### config.mk
export PLATFORM = sky130hd
export DESIGN_NAME = srk4_ctrl
export DESIGN_NICKNAME = d
export VERILOG_FILES = /design/src/hw/rtl/srk4_pkg.sv /design/src/hw/rtl/srk4_ctrl.sv
export SDC_FILE = /design/constraint.sdc
export NUM_CORES = 1
export LEC_CHECK = 0
export ABC_AREA = 1
export BUFFER_PORTS_ARGS = -buffer_cell sky130_fd_sc_hd__buf_2
export CAP_MARGIN = 10
export CORE_AREA = 2 2 39 41
export DETAILED_ROUTE_END_ITERATION = 7
export DIE_AREA = 0 0 41 43
export GPL_TIMING_DRIVEN = 0
export PLACE_DENSITY = 0.74
export SETUP_SLACK_MARGIN = 0.05
export SLEW_MARGIN = 40
export SYNTH_ARGS = -nofsm -noshare
export SYNTH_HDL_FRONTEND = slang
export SYNTH_SLANG_ARGS = --single-unit
### constraint.sdc
create_clock -name clk -period 3.2 [get_ports clk]
set_clock_uncertainty 0.1 [all_clocks]
set_input_delay 0.64 -clock clk [delete_from_list [all_inputs] [get_ports clk]]
set_output_delay 0.64 -clock clk [all_outputs]
set_load 0.005 [all_outputs]
### src/hw/rtl/srk4_pkg.sv
// Shared types, constants and fixed-point helpers of the SIR Runge-Kutta step unit.
`default_nettype none

package srk4_pkg;

    localparam int DataW      = 32;
    localparam int FracW      = 28;
    localparam int AccW       = 36;   // weighted stage sum k1 + 2k2 + 2k3 + k4
    localparam int MagW       = 35;   // magnitude of that sum
    localparam int WideW      = 37;
    localparam int PieceW     = 18;   // operand slice of the reciprocal multiplier
    localparam int RecipW     = 35;
    localparam int RecipShift = 37;
    localparam int ProdW      = MagW + RecipW;
    localparam int DivSteps   = 4;
    localparam int DivCntW    = 2;
    localparam int UopW       = 3;
    localparam int StageW     = 2;

    localparam logic [UopW-1:0]    UopLast   = 3'd5;
    localparam logic [StageW-1:0]  StageLast = 2'd3;
    localparam logic [DivCntW-1:0] DivLast   = DivCntW'(DivSteps - 1);
    // Smallest integer not below 2^37 / 6; exact for magnitudes under 2^35.
    localparam logic [RecipW-1:0]  RecipSix  = 35'h5_5555_5556;

    localparam logic [DataW-1:0] BetaReset  = 32'd93952410;
    localparam logic [DataW-1:0] GammaReset = 32'd21474836;
    localparam logic [DataW-1:0] DtReset    = 32'd26843546;

    localparam int CfgIdxW = 2;
    localparam logic [CfgIdxW-1:0] RegInfection = 2'd0;
    localparam logic [CfgIdxW-1:0] RegRecovery  = 2'd1;
    localparam logic [CfgIdxW-1:0] RegTimeStep  = 2'd2;

    typedef enum logic [2:0] {
        S_IDLE,
        S_CALC,
        S_DIVI,
        S_DIV,
        S_WB,
        S_PUB
    } state_t;

    typedef enum logic [3:0] {
        OP_NONE,
        OP_LOAD,
        OP_INIT,
        OP_BS,
        OP_BSI,
        OP_GI,
        OP_KS,
        OP_KI,
        OP_ACC,
        OP_DIV_INIT,
        OP_DIV_STEP,
        OP_WB,
        OP_PUB
    } op_t;

    typedef struct packed {
        op_t              op;
        logic [StageW-1:0] stage;
    } cmd_t;

    typedef struct packed {
        logic out_free;
    } status_t;

    // Saturate a 37-bit signed value to the signed 32-bit range.
    function automatic logic signed [DataW-1:0] sat37(input logic signed [WideW-1:0] v);
        logic signed [WideW-1:0] hi;
        logic signed [WideW-1:0] lo;
        hi = WideW'(signed'(32'sh7FFF_FFFF));
        lo = WideW'(signed'(32'sh8000_0000));
        if (v > hi) begin
            return 32'sh7FFF_FFFF;
        end else if (v < lo) begin
            return 32'sh8000_0000;
        end
        return v[DataW-1:0];
    endfunction

    // Q4.28 product, floored, saturated.
    function automatic logic signed [DataW-1:0] qmul(input logic signed [DataW:0] a,
                                                     input logic signed [DataW-1:0] b);
        logic signed [2*DataW:0] p;
        p = a * b;
        return sat37(p[2*DataW:FracW]);
    endfunction

endpackage

`default_nettype wire

### src/hw/rtl/srk4_ctrl.sv
// Sequencing state machine of the SIR Runge-Kutta step unit.
`default_nettype none

module srk4_ctrl (
    input  wire logic             clk,
    input  wire logic             rst_n,
    input  wire logic             in_valid,
    input  wire logic             action,
    output logic                  in_ready,
    input  srk4_pkg::status_t     status,
    output srk4_pkg::cmd_t        cmd
);
    import srk4_pkg::*;

    state_t              state_reg, state_next;
    logic [UopW-1:0]     uop_reg, uop_next;
    logic [StageW-1:0]   stage_reg, stage_next;
    logic [DivCntW-1:0]  div_reg, div_next;

    always_ff @(posedge clk or negedge rst_n) begin
        if (!rst_n) begin
            state_reg <= S_IDLE;
            uop_reg   <= '0;
            stage_reg <= '0;
            div_reg   <= '0;
        end else begin
            state_reg <= state_next;
            uop_reg   <= uop_next;
            stage_reg <= stage_next;
            div_reg   <= div_next;
        end
    end

    // Next state and counters.
    always_comb begin
        state_next = state_reg;
        uop_next   = uop_reg;
        stage_next = stage_reg;
        div_next   = div_reg;
        unique case (state_reg)
            S_IDLE: begin
                uop_next   = '0;
                stage_next = '0;
                if (in_valid) begin
                    state_next = action ? S_CALC : S_PUB;
                end
            end
            S_CALC: begin
                if (uop_reg == UopLast) begin
                    uop_next   = '0;
                    stage_next = stage_reg + 2'd1;
                    if (stage_reg == StageLast) begin
                        state_next = S_DIVI;
                    end
                end else begin
                    uop_next = uop_reg + 3'd1;
                end
            end
            S_DIVI: begin
                div_next   = '0;
                state_next = S_DIV;
            end
            S_DIV: begin
                div_next = div_reg + DivCntW'(1);
                if (div_reg == DivLast) begin
                    state_next = S_WB;
                end
            end
            S_WB: begin
                state_next = S_PUB;
            end
            S_PUB: begin
                if (status.out_free) begin
                    state_next = S_IDLE;
                end
            end
            default: state_next = S_IDLE;
        endcase
    end

    // Commands to the datapath.
    always_comb begin
        in_ready  = 1'b0;
        cmd.op    = OP_NONE;
        cmd.stage = stage_reg;
        unique case (state_reg)
            S_IDLE: begin
                in_ready = 1'b1;
                if (in_valid) begin
                    cmd.op = action ? OP_INIT : OP_LOAD;
                end
            end
            S_CALC: begin
                unique case (uop_reg)
                    3'd0:    cmd.op = OP_BS;
                    3'd1:    cmd.op = OP_BSI;
                    3'd2:    cmd.op = OP_GI;
                    3'd3:    cmd.op = OP_KS;
                    3'd4:    cmd.op = OP_KI;
                    default: cmd.op = OP_ACC;
                endcase
            end
            S_DIVI:  cmd.op = OP_DIV_INIT;
            S_DIV: begin
                cmd.op    = OP_DIV_STEP;
                cmd.stage = div_reg;
            end
            S_WB:    cmd.op = OP_WB;
            S_PUB:   cmd.op = status.out_free ? OP_PUB : OP_NONE;
            default: cmd.op = OP_NONE;
        endcase
    end

`ifndef ASSERT_OFF
    a_load_publishes: assert property (@(posedge clk) disable iff (!rst_n)
        (in_valid && in_ready && !action) |=> (state_reg == S_PUB))
        else $error("load transaction did not go straight to publish");
    a_div_length: assert property (@(posedge clk) disable iff (!rst_n)
        (state_reg == S_DIV && div_reg != DivLast) |=> (state_reg == S_DIV))
        else $error("division left early");
    a_calc_exit: assert property (@(posedge clk) disable iff (!rst_n)
        (state_reg == S_CALC && !(uop_reg == UopLast && stage_reg == StageLast))
        |=> (state_reg == S_CALC))
        else $error("stage sequence left early");
`endif

endmodule

`default_nettype wire

; ---- Word-level counts from Yosys, hierarchy flattened
; Index checks and enable logic that the tools add are counted.
[totals]
out_inout_bits = 7
regBits = 10
wordCells = 49
inputBits = 5
[op_classes]
reduce_logical = 6
n_addsub = 3
n_eq_ne = 17
mux = 19
[ops]
columns = op, n
row1 = case mux 4 bit (6 select lines), 1
row2 = 2-to-1 mux 3 bit, 7
row3 = case mux 4 bit (5 select lines), 1
row4 = case mux 3 bit (6 select lines), 1
row5 = equality test 3 x 2 -> 1 bit (second input constant), 4
row6 = equality test 3 bit (second input constant), 4
row7 = inequality test 2 bit (second input constant), 5
row8 = 2-to-1 mux 2 bit, 4
row9 = case mux 2 bit (2 select lines), 2
row10 = equality test 3 x 1 -> 1 bit (second input constant), 2
row11 = logical NOT 3 bit, 2
row12 = case mux 3 bit (2 select lines), 1
row13 = AND reduction 5 bit, 1
row14 = adder 2 x 1 -> 2 bit (second input constant), 2
row15 = equality test 2 bit (second input constant), 2
row16 = 2-to-1 mux 4 bit, 1
row17 = nonzero test 2 bit, 2
row18 = adder 3 x 1 -> 3 bit (second input constant), 1
row19 = AND reduction 2 bit, 1
row20 = 2-to-1 mux 1 bit, 1

; ---- Logic depth before layout (Yosys ltp)
; Gate-level depths: netlist (run 1).
[depth]
depth_word = 4
mapped_depth = 8
ltp_nobuf = 7

; ---- Worst setup path after synthesis (run 1)
; Ideal clock, no wire load.
[synth_timing]
path_type = flip-flop to output port
start = reg state_reg[2]
end = out cmd[4] in the netlist's numbering
t_arrival_ps = 992
slack_ps = 1468
required_ps = 2460
path_stages_with_launch = 6
path_buffers = 0
path_cell_list = dfrtp_1 nor2_4 nand2_4 inv_4 nand2_1 o21ai_1
[synth_lines]
columns = item, line
row1 = start: declaration, srk4_ctrl.sv:15  ; state_t state_reg, state_next;
row2 = start signal: assignment, srk4_ctrl.sv:27  ; state_reg <= state_next;
row3 = end: declaration, srk4_ctrl.sv:11  ; output srk4_pkg::cmd_t cmd

==> qor.csv, run 1 <==
stage;metric;value;unit
clocking;cts_hold_buf;0;
logic_synthesis;yosysSeqAreaShare;35.1;%
hold_path;hold_path.class;input port to asynchronous set/reset pin;
sta;finalHoldViolCount;0;
global_routing;grt.overflow.total;0;
logic_synthesis;netlist_area;712;µm²
finish;final_common_cell;nand2_1;
logic_synthesis;synth_top_area_cell;dfrtp_1;
outcome;status;complete, no violations;
finish;drive_gt1_share;29.6;%
power_and_ir_drop;seqPwrFrac;28.9;%
power_and_ir_drop;leakage;0.424;nW
clocking;root_buffer;clkbuf_4;
run;maxCapViolations;0;
sta;max_freq;451;MHz
logic_synthesis;avgSynthCellArea;7.57;µm²
floorplan;die-area;1760;µm²
logic_synthesis;synth_top_area_share;35.1;%
finish;area_growth;13.7;%
sta;worst_hold_slack;0.116;ns
sta;rsz0062_at_grt;false;
power_and_ir_drop;switching_power;394;µW
logic_synthesis;ys_types;23;
detailed_routing;via_count;655;
clocking;postCtsSetupRepairBufs;0;
critical_path;cp.required;2.46;ns
global_routing;grt_antenna_before_repair;0;
logic_synthesis;synth-seq-cells;10;
clocking;cts_resized;0;
floorplan;initial_core_util;51.4;%
power_and_ir_drop;pwr-share-clk;10.6;%
floorplan;core;1380;µm²
power_and_ir_drop;power_frac_comb;60.5;%
placement;dp_hpwl;1090;µm
global_routing;grt_pass1_vias;530;
placement;placed_cells;121;
clocking;clkSlewWorstSetupHoldPaths;0.06;ns
power_and_ir_drop;p_per_area;1010;nW/µm²
logic_synthesis;synth_nets;101;
clocking;cts_made_buffers;3;
logic_synthesis;synth_area_leaders;dfrtp_1, nand2_1, nand3_1;
power_and_ir_drop;vdd_drop_max;0.000482;V
floorplan;fp.dieH;43;µm
placement;port_buffers;11;
critical_path;worstPathMaxFanout;7;
global_routing;grt_pass1_wl;2130;µm
detailed_routing;drc;0;
global_routing;grt_max_degree;11;
critical_path;cp-start-kind;flop;
critical_path;crit_arrival;1.48;ns
sta;period_share;69.3;%
sta;maxSlewViolCount;0;
sta;fin_setup_tns;0;ns
logic_synthesis;synth_cells;94;
critical_path;r2r_setup_slack;1.91;ns
power_and_ir_drop;p_sw_share;48.2;%
clocking;cts_tree;done;
placement;gp_congestion;0.745;
sta;period_needed;2.22;ns
floorplan;ios;12;
power_and_ir_drop;p_total;819;µW
detailed_routing;firstDrtPassIters;4;
finish;layout_common_cells;nand2_1, inv_1, buf_2, nand3_1, dfrtp_1;
finish;nets;117;
detailed_routing;antenna_left;0;
critical_path;crit_type;flop to primary output;
clocking;cts.sinks;10;
detailed_routing;via_per_inst;5.28;
finish;diodes;0;
logic_synthesis;yosysWarnings;0;
sta;slew_headroom;80.0;%
clocking;h-tree-depth;1;
floorplan;die_x;41;µm
sta;setup_violations;0;
sta;worst_slew_pin_slew;0.299;ns
clocking;clk_latency;0.27;ns
critical_path;crit_path_end_kind;primary output;
detailed_routing;wl;1370;µm
clocking;clockBufferDepth;2;
floorplan;rows;14;
power_and_ir_drop;cellInternalPower;425;µW
finish;stdcell_count;124;
detailed_routing;wl_per_cell;11.0;µm
global_routing;grt_use_total;18.0;%
detailed_routing;drtIter0Drc;16;
[power by group through the flow]
stage	sequential, mW	combinational (mW)	clock [mW]
after floorplan	0.229	0.373	0
after global placement	0.237	0.492	0
after detailed placement	0.238	0.499	0
after CTS	0.235	0.501	0.0867
after global routing	0.245	0.564	0.0937
final	0.237	0.495	0.0871
[through the flow]
step / worst slack (ns) / util, % / instance area, µm²
floorplan: 1.47 / - / 712
global placement: 1.30 / 56.9 / 787
detailed placement: 1.28 / 56.9 / 787
CTS: 0.987 / 58.5 / 810
global route: 0.869 / 58.5 / 810
finish: 0.983 / 58.5 / 810
[layout make-up]
| cell class | instances | area (µm²) |
|---|---|---|
| fillers | 126 | 574 |
| multi-input cells | 68 | 388 |
| flip-flops and latches | 10 | 250 |
| inverters | 15 | 58.8 |
| repair buffers | 11 | 55.1 |
| clock buffers | 3 | 22.5 |
| well taps | 16 | 20.0 |
| plain buffers | 1 | 15.0 |
[Yosys cell counts, drive strengths merged]
master and count:
inv 15, o21a 1, ha 2, a22o 1, buf 1, nand2 25
dfrtp 10, nand4 3, a21oi 4, nand3 10, o21ai 9, nand3b 1
nor2 10, a2bb2oi 1, o22ai 1
[path summary, 6_finish.rpt]
path,start,end,depth (start not counted)
worst max-delay path,state_reg[2]$_DFFE_PN0P_,cmd[4],6
worst min-delay path,rst_n,uop_reg[1]$_DFFE_PN0P_,1
worst max register to register,state_reg[2]$_DFFE_PN0P_,uop_reg[2]$_DFFE_PN0P_,5
worst min register to register,stage_reg[0]$_DFFE_PN0P_,stage_reg[0]$_DFFE_PN0P_,1
max in group asynchronous,rst_n,state_reg[1]$_DFFE_PN0P_,1
min in group clk,stage_reg[0]$_DFFE_PN0P_,stage_reg[0]$_DFFE_PN0P_,1
[layer usage]
metal / vias to the layer above / part of all wire, % / GRT usage [%]
met1: 295 / 46 / 24.0
met3: 5 / 5.7 / 3.14
met2: 18 / 45 / 26.6
met5: - / 0 / 0
met4: 0 / 2.5 / 10.0
li1: 337 / - / -
[critical path, stage by stage (launching register included)]
cell,delay (ns)
dfrtp_1,0.48
nor2_4,0.20
nand2_4,0.10
inv_4,0.10
nand2_1,0.08
o21ai_1,0.13
buf_2,0.12
[logic make-up after synthesis]
kind of cell / synth area share [%]
simple gates: 36.9
flops: 35.1
compound gates: 14.1
buf+inv: 10.4
fa+ha+maj: 3.51
Power figures use the tool's default switching activity.
==> run 2: changes to the inputs <==
Settings changed: CORE_AREA 2 2 39 41 to default, CORE_MARGIN from default to 1, CORE_UTILIZATION from default to 53, DIE_AREA 0 0 41 43 to default.
Clock period 3.2 ns to 2.29 ns, I/O delays scaled along.
==> run 2 against run 1 <==
Compared with the run above: global-route usage is 4.5 points higher; first-iteration DRC count grew 38%; worst hold slack improved by 0.30 ns; flip-flop and latch count unchanged; critical path depth stayed put; register-to-register slack got worse by 0.93 ns; via count rose by 2.6%; power grew 41%; largest cell class unchanged; highest routed layer unchanged.
==> qor.csv, run 2 (synthesized netlist as in run 1, its figures left out) <==
stage;metric;value;unit
outcome;status;complete, no violations;
global_routing;grt.overflow.total;0;
clocking;cts_hold_buf;1;
global_routing;grt_use_total;22.6;%
placement;port_buffers;11;
finish;diodes;0;
power_and_ir_drop;vdd_drop_max;0.000817;V
floorplan;initial_core_util;60.8;%
sta;max_freq;493;MHz
clocking;cts_tree;done;
detailed_routing;drc;0;
critical_path;cp-start-kind;flop;
floorplan;fp.dieH;38.7;µm
clocking;cts_resized;0;
power_and_ir_drop;p_per_area;1410;nW/µm²
clocking;root_buffer;clkbuf_4;
detailed_routing;via_count;672;
hold_path;hold_path.class;flop to flop;
placement;dp_hpwl;1100;µm
clocking;cts.sinks;10;
clocking;clk_latency;0.26;ns
sta;slew_headroom;79.5;%
run;maxCapViolations;0;
sta;period_needed;2.03;ns
finish;area_growth;14.8;%
floorplan;die-area;1490;µm²
sta;maxSlewViolCount;0;
detailed_routing;antenna_left;0;
floorplan;ios;12;
critical_path;cp.required;1.73;ns
global_routing;grt_pass1_vias;568;
clocking;clkSlewWorstSetupHoldPaths;0.06;ns
sta;period_share;88.6;%
clocking;cts_made_buffers;3;
critical_path;crit_type;flop to primary output;
sta;finalHoldViolCount;0;
clocking;clockBufferDepth;2;
sta;rsz0062_at_grt;false;
placement;gp_congestion;0.859;
global_routing;grt_max_degree;11;
finish;drive_gt1_share;29.4;%
critical_path;crit_arrival;1.47;ns
clocking;postCtsSetupRepairBufs;0;
clocking;h-tree-depth;1;
power_and_ir_drop;p_total;1.15;mW
detailed_routing;firstDrtPassIters;4;
sta;worst_slew_pin_slew;0.307;ns
global_routing;grt_antenna_before_repair;0;
floorplan;rows;12;
detailed_routing;via_per_inst;5.46;
global_routing;grt_pass1_wl;2300;µm
floorplan;core;1170;µm²
power_and_ir_drop;leakage;0.428;nW
finish;nets;118;
finish;final_common_cell;nand2_1;
finish;nFillCells;109;
detailed_routing;wl;1420;µm
critical_path;crit_path_end_kind;primary output;
finish;layout_common_cells;nand2_1, inv_1, buf_2, nand3_1, dfrtp_1;
detailed_routing;drtIter0Drc;22;
critical_path;worstPathMaxFanout;7;
sta;fin_setup_tns;0;ns
floorplan;die_x;38.7;µm
sta;setup_violations;0;
detailed_routing;wl_per_cell;11.6;µm
==> run 2: through the flow <==
stage	cells	cell area [µm²]	util [%]	setup slack, ns	hold WS (ns)
final	123	817	69.8	0.261	0.418
after global routing	123	817	69.8	0.175	0.424
after CTS	123	817	69.8	0.255	0.414
after detailed placement	119	785	67.0	0.541	0.230
after global placement	119	785	67.0	0.568	0.227
after floorplan	94	712	-	0.740	0.0624
==> run 2: report_power, final <==
part | switching (mW) | internal (mW) | leakage (nW)
clock | 0.0577 | 0.0607 | 0.0138
combinational | 0.417 | 0.282 | 0.290
sequential | 0.0843 | 0.251 | 0.124
==> run 2: critical path, stage by stage (launching register included) <==
cell and delay, ns:
dfrtp_1 0.48, nor2_4 0.22, nand2_4 0.10, inv_4 0.10, nand2_1 0.07, o21ai_1 0.12, buf_2 0.12
==> run 2: cell type report <==
type | instances | area (µm²) | share of cell area [%]
multi-input cells | 68 | 388 | 47.5
flip-flops and latches | 10 | 250 | 30.6
repair buffers | 12 | 65.1 | 7.96
inverters | 15 | 58.8 | 7.20
clock buffers | 3 | 22.5 | 2.76
well taps | 14 | 17.5 | 2.14
plain buffers | 1 | 15.0 | 1.84
==> run 2: path summary, 6_finish.rpt <==
check / startpoint / cells after the start / end / slack [ns]
worst max-delay path: state_reg[2]$_DFFE_PN0P_ / 6 / cmd[4] / 0.26
worst min-delay path: div_reg[0]$_DFFE_PN0P_ / 2 / div_reg[0]$_DFFE_PN0P_ / 0.42
worst max register to register: state_reg[2]$_DFFE_PN0P_ / 7 / state_reg[0]$_DFFE_PN0P_ / 0.98
worst min register to register: div_reg[0]$_DFFE_PN0P_ / 2 / div_reg[0]$_DFFE_PN0P_ / 0.42
max in group asynchronous: rst_n / 2 / state_reg[0]$_DFFE_PN0P_ / 1.42
min in group asynchronous: rst_n / 2 / uop_reg[1]$_DFFE_PN0P_ / 0.48
==> run 2: per-layer routing <==
metal	up-vias	share of wire [%]	track usage, %
li1	340	-	-
met2	22	46	36.3
met5	-	0	0
met1	308	48	32.0
met4	0	0.77	5.17
met3	2	4.8	3.47
